File: src/rtl/core/pfd_pkg.sv
`timescale 1ns / 1ps
// ----------------------------------------------------------------------------
// pfd_pkg
// Shared types, constants and the control store of the PID unit.
// ----------------------------------------------------------------------------
package pfd_pkg;

  // Errors of this magnitude or less count as zero
  localparam logic [31:0] ErrorDeadband = 32'd0;

  localparam logic [16:0] OneQ16 = 17'd65536;

  // Configuration register indexes
  localparam logic [2:0] REG_KP            = 3'd0;
  localparam logic [2:0] REG_KI_TS         = 3'd1;
  localparam logic [2:0] REG_KD            = 3'd2;
  localparam logic [2:0] REG_DERIV_ALPHA   = 3'd3;
  localparam logic [2:0] REG_ALPHA_OVER_TS = 3'd4;
  localparam logic [2:0] REG_DERIV_LIMIT   = 3'd5;
  localparam logic [2:0] REG_OUT_MAX       = 3'd6;
  localparam logic [2:0] REG_OUT_MIN       = 3'd7;

  typedef struct packed {
    logic [30:0]        kp;
    logic [30:0]        ki_ts;
    logic [30:0]        kd;
    logic [16:0]        deriv_alpha;
    logic [30:0]        alpha_over_ts;
    logic [30:0]        deriv_limit;
    logic signed [31:0] out_max;
    logic signed [31:0] out_min;
  } cfg_t;

  // Microprogram steps
  localparam int StepW = 4;
  localparam logic [StepW-1:0] STEP_IDLE  = 4'd0;  // take a request
  localparam logic [StepW-1:0] STEP_FILT  = 4'd1;  // (1-alpha) * fd
  localparam logic [StepW-1:0] STEP_DIFF  = 4'd2;  // alpha/ts * (e - e_prev)
  localparam logic [StepW-1:0] STEP_PROP  = 4'd3;  // kp * e
  localparam logic [StepW-1:0] STEP_FDUP  = 4'd4;  // clamp fd, ki_ts * e
  localparam logic [StepW-1:0] STEP_DMUL  = 4'd5;  // kd * fd, new integral
  localparam logic [StepW-1:0] STEP_PDSUM = 4'd6;  // P + D
  localparam logic [StepW-1:0] STEP_YSUM  = 4'd7;  // P + D + I
  localparam logic [StepW-1:0] STEP_FIN   = 4'd8;  // limit, anti-windup, emit

  typedef enum logic [1:0] {
    WT_NONE,
    WT_IN,
    WT_OUT
  } wait_e;

  typedef enum logic [2:0] {
    MS_FILT,
    MS_DIFF,
    MS_PROP,
    MS_INTG,
    MS_DERV
  } mul_sel_e;

  typedef enum logic [1:0] {
    OP_HOLD,
    OP_LOAD,
    OP_ADD
  } sum_op_e;

  typedef struct packed {
    logic             in_rdy;
    wait_e            wt;
    mul_sel_e         msel;
    sum_op_e          acc_op;
    logic             fd_ld;
    logic             int_ld;
    sum_op_e          pd_op;
    logic             y_ld;
    logic             fin;
    logic [StepW-1:0] nxt;
  } ctl_t;

  typedef struct packed {
    ctl_t w;
    logic go;
  } seq_t;

  localparam ctl_t CtlNop = '{
    in_rdy: 1'b0, wt: WT_NONE, msel: MS_FILT, acc_op: OP_HOLD, fd_ld: 1'b0,
    int_ld: 1'b0, pd_op: OP_HOLD, y_ld: 1'b0, fin: 1'b0, nxt: STEP_IDLE
  };

  function automatic ctl_t ucode(logic [StepW-1:0] step);
    ctl_t w;
    w = CtlNop;
    case (step)
      STEP_IDLE: begin
        w.in_rdy = 1'b1;
        w.wt     = WT_IN;
        w.nxt    = STEP_FILT;
      end
      STEP_FILT: begin
        w.msel = MS_FILT;
        w.nxt  = STEP_DIFF;
      end
      STEP_DIFF: begin
        w.msel   = MS_DIFF;
        w.acc_op = OP_LOAD;
        w.nxt    = STEP_PROP;
      end
      STEP_PROP: begin
        w.msel   = MS_PROP;
        w.acc_op = OP_ADD;
        w.nxt    = STEP_FDUP;
      end
      STEP_FDUP: begin
        w.msel  = MS_INTG;
        w.fd_ld = 1'b1;
        w.pd_op = OP_LOAD;
        w.nxt   = STEP_DMUL;
      end
      STEP_DMUL: begin
        w.msel   = MS_DERV;
        w.int_ld = 1'b1;
        w.nxt    = STEP_PDSUM;
      end
      STEP_PDSUM: begin
        w.pd_op = OP_ADD;
        w.nxt   = STEP_YSUM;
      end
      STEP_YSUM: begin
        w.y_ld = 1'b1;
        w.nxt  = STEP_FIN;
      end
      STEP_FIN: begin
        w.wt  = WT_OUT;
        w.fin = 1'b1;
        w.nxt = STEP_IDLE;
      end
      default: begin
        w.nxt = STEP_IDLE;
      end
    endcase
    return w;
  endfunction

endpackage

File: src/rtl/core/pfd_seq.sv
`timescale 1ns / 1ps
// ----------------------------------------------------------------------------
// pfd_seq
// Step counter and control store; holds a step while its wait test fails.
// ----------------------------------------------------------------------------
module pfd_seq (
  input  logic           clk_i,
  input  logic           rst_ni,
  input  logic           in_valid_i,
  input  logic           out_free_i,
  output pfd_pkg::seq_t  seq_o
);

  logic [pfd_pkg::StepW-1:0] step_q, step_d;
  pfd_pkg::ctl_t             word;
  logic                      hold;

  always_comb begin
    word = pfd_pkg::ucode(step_q);
    case (word.wt)
      pfd_pkg::WT_IN:  hold = !in_valid_i;
      pfd_pkg::WT_OUT: hold = !out_free_i;
      default:         hold = 1'b0;
    endcase
    step_d   = hold ? step_q : word.nxt;
    seq_o.w  = word;
    seq_o.go = !hold;
  end

  always_ff @(posedge clk_i or negedge rst_ni) begin
    if (!rst_ni) begin
      step_q <= pfd_pkg::STEP_IDLE;
    end else begin
      step_q <= step_d;
    end
  end

endmodule

File: config.mk
export PLATFORM = sky130hd
export DESIGN_NAME = pfd_seq
export DESIGN_NICKNAME = d
export VERILOG_FILES = /design/src/rtl/core/pfd_pkg.sv /design/src/rtl/core/pfd_seq.sv
export SDC_FILE = /design/constraint.sdc
export NUM_CORES = 1
export LEC_CHECK = 0
export ABC_CLOCK_PERIOD_IN_PS = 2400
export BUFFER_PORTS_ARGS = -buffer_cell sky130_fd_sc_hd__clkbuf_2
export CELL_PAD_IN_SITES_DETAIL_PLACEMENT = 1
export CELL_PAD_IN_SITES_GLOBAL_PLACEMENT = 2
export CORE_MARGIN = 2
export CORE_UTILIZATION = 20
export CTS_BUF_LIST = sky130_fd_sc_hd__clkbuf_16
export CTS_CLUSTER_DIAMETER = 150
export CTS_CLUSTER_SIZE = 20
export DETAILED_ROUTE_END_ITERATION = 16
export GPL_ROUTABILITY_DRIVEN = 0
export PLACE_DENSITY_LB_ADDON = 0.1
export SYNTH_ARGS = -nofsm -noshare
export SYNTH_HDL_FRONTEND = slang
export SYNTH_SLANG_ARGS = --single-unit
File: constraint.sdc
create_clock -name clk_i -period 2.4 [get_ports clk_i]
set_clock_uncertainty 0.2 [all_clocks]
set_input_delay 0.12 -clock clk_i [delete_from_list [all_inputs] [get_ports clk_i]]
set_output_delay 0.12 -clock clk_i [all_outputs]
set_load 0.05 [all_outputs]
==> qor.csv <==
stage,metric,value,unit
global_route,grt total ovfl,0,
synthesis,"flops & latches, synth",4,
synthesis,Post-synth EDFFs,0,
global_route,initial antenna violation count,0,
finish,share of layout cells above drive strength 1,46.2,%
global_route,first-pass GRT wire length,1.54,mm
die,IO Pins,23,
synthesis,top cell type by total area after synthesis,dfrtp_1,
run_status,status,"complete, no violations",
finish,area delta synth->final,63.8,%
routing,Routed Antenna Nets,0,
cts,worst skew pair latency,220,ps
finish,design area,543,um^2
synthesis,synth cell count leaders,"6 x nor3_1, 5 x a21oi_1, 5 x nor2_1, 4 x dfrtp_1",
setup_path,Register-to-Register Path Depth,2,
global_route,number of global-route vias before repair,333,
synthesis,syn_nets,46,
synthesis,xor/xnor share of the synthesized area,2.64,%
flow_run,maxcap violations,0,
timing,Final Critical Period,2030,ps
cts,CTS tree,built,
finish,Util after Layout,35.6,%
setup_path,CP endpoint kind,output pin,
synthesis,"top cells by area, synth","dfrtp_1 30%, nor3_1 9.1%, a21oi_1 7.5%",
synthesis,unique cell type count in the Yosys netlist,18,
global_route,Total GRT Usage,10.5,%
synthesis,sequential area share after synthesis,30.2,%
timing,relative slew slack,70.9,%
setup_path,crit path DAT,1710,ps
routing,Routed WL per cell,12.0,um
finish,Ant. Diodes,0,
cts,root buf cell,clkbuf_16,
synthesis,most common cell in the netlist,nor3_1,
global_route,largest net degree at the start of global routing,14,
routing,drc violations,0,
worst_hold_path,Worst Hold Class,in -> async,
routing,First-pass DRT Iterations,4,
timing,Slew Limit Fails,0,
routing,Via-to-Cell Ratio,4.56,
cts,CTS buffer count,3,
synthesis,mux contribution to synthesized area,3.02,%
timing,Worst-Margin Slew,437,ps
setup_path,worst r2r src,step_q[1],
die,Rows,14,
synthesis,adder-cell share of the synthesized area,0,%
synthesis,simple-gate share of the synthesized area,33.6,%
die,Die Y,44.7,um
routing,Via Count,369,
die,Initial Utilization,21.8,%
routing,WL final,970,um
die,Core Footprint,1520,um^2
synthesis,Mean Syn Cell Area,7.89,um^2
timing,Final period util,84.7,%
routing,initial drt markers,2,
timing,Setup TNS Final,0,ps
cts,Clock Sinks,4,
synthesis,ys flop type,dfrtp_1,
setup_path,Critical Path Fanout Max,13,
placed_design,placed instance area,438,um^2
placed_design,hpwl dp,698,um
setup_path,"reg-to-reg slack, setup",840,ps
finish,# nets final,71,
finish,max FFs per register,4,
finish,number of fill cells,186,
timing,RSZ-0062 raised after global routing,no,
synthesis,share of synthesized registers carrying an async set or reset,100,%
synthesis,Syn. warnings,0,
synthesis,main combinational cell family by area after synthesis,simple AND/OR/NAND/NOR gates,
cts,"Reg clk slew, reported paths",30,ps
synthesis,Synth Area in Compound Gates,17.0,%
synthesis,post-synthesis cell count,42,
timing,Achievable Freq,0.492,GHz
cts,setup repair bufs after CTS,0,
setup_path,worst r2r dst,step_q[3],
finish,Regs by FF count,step_q x4,
timing,final hold vios,0,
synthesis,mapped cell area,332,um^2
timing,# setup viols final,0,
cts,Max Root-Sink Buffers,2,
setup_path,Startpoint Class,flip-flop,
setup_path,Required @ worst endpoint,2080,ps
cts,H-tree depth,1,
setup_path,crit path kind,reg -> out,
die,die area,2000,um^2
die,Die W,44.7,um
finish,largest register by flop count,step_q,
placed_design,PortBufs,22,
synthesis,post-synth top area share,30.2,%
==> cell type report <==
class	count	area, um^2	share of cell area (%)
well taps	16	20.0	3.69
inverters	2	7.51	1.38
repair buffers	26	148	27.2
multi-input cells	30	193	35.5
clock buffers	3	75.1	13.8
flip-flops and latches	4	100	18.4
==> layout by cell type (no fill, tap or decap) <==
cell type,netlist,final
clkbuf_2,0,22
nor3_1,6,6
nor2_1,5,5
a21oi_1,5,5
dfrtp_1,4,4
nand2b_1,3,3
clkbuf_16,0,3
dlygate4sd3_1,0,3
nand2_1,2,2
inv_1,2,2
nor4_2,0,1
or4b_4,1,1
xnor2_1,1,1
a21bo_2,1,1
nand3b_1,1,1
or3b_1,1,1
mux2i_1,1,1
o22ai_2,1,1
o31a_1,1,1
buf_4,3,1
==> worst max-delay path by stage <==
stage | cells after the start | slack, ps | start | endpoint
after CTS | 3 | 370 | step_q[1] | seq_o[5]
after floorplan | 3 | 150 | step_q[1] | seq_o[18]
final | 3 | 370 | step_q[1] | seq_o[5]
after global routing | 3 | 310 | step_q[1] | seq_o[5]
after detailed placement | 3 | 610 | step_q[1] | seq_o[5]
after global placement | 3 | 650 | step_q[1] | seq_o[5]
==> routing by layer <==
layer  up-vias  part of all wire [%]  GRT usage (%)
met5         -                     0              0
met4         0                     0           5.45
met3         0                   6.4           1.20
met2        17                    43           15.4
met1       164                    51           15.1
li1        188                     -              -
==> critical path, cell delays in order, from the launching register on <==
cell and delay [ps]:
dfrtp_1 520, or4b_4 620, inv_1 80, clkbuf_2 270
==> logic make-up (layout without fill, tap and decap cells) <==
logic type / Yosys count / count (layout)
compound gates: 8 / 8
mux: 1 / 1
flops: 4 / 4
buf+inv: 8 / 31
xor+xnor: 1 / 1
simple gates: 20 / 20
==> through the flow <==
stage | setup slack [ps] | instances | hold WS (ps)
after floorplan | 150 | 42 | -376
after global placement | 647 | 75 | -269
after detailed placement | 606 | 75 | -271
after CTS | 371 | 81 | 33.4
after global routing | 313 | 81 | 46.1
final | 367 | 81 | 36.5
==> what timing repair did <==
action	in CTS	in global routing
resized for setup	0	0
hold buffers	3	0
endpoints found under the hold margin	6	0
Power is not shown: default switching activity piles up to over one toggle a cycle in this logic, so the estimate is an artifact.
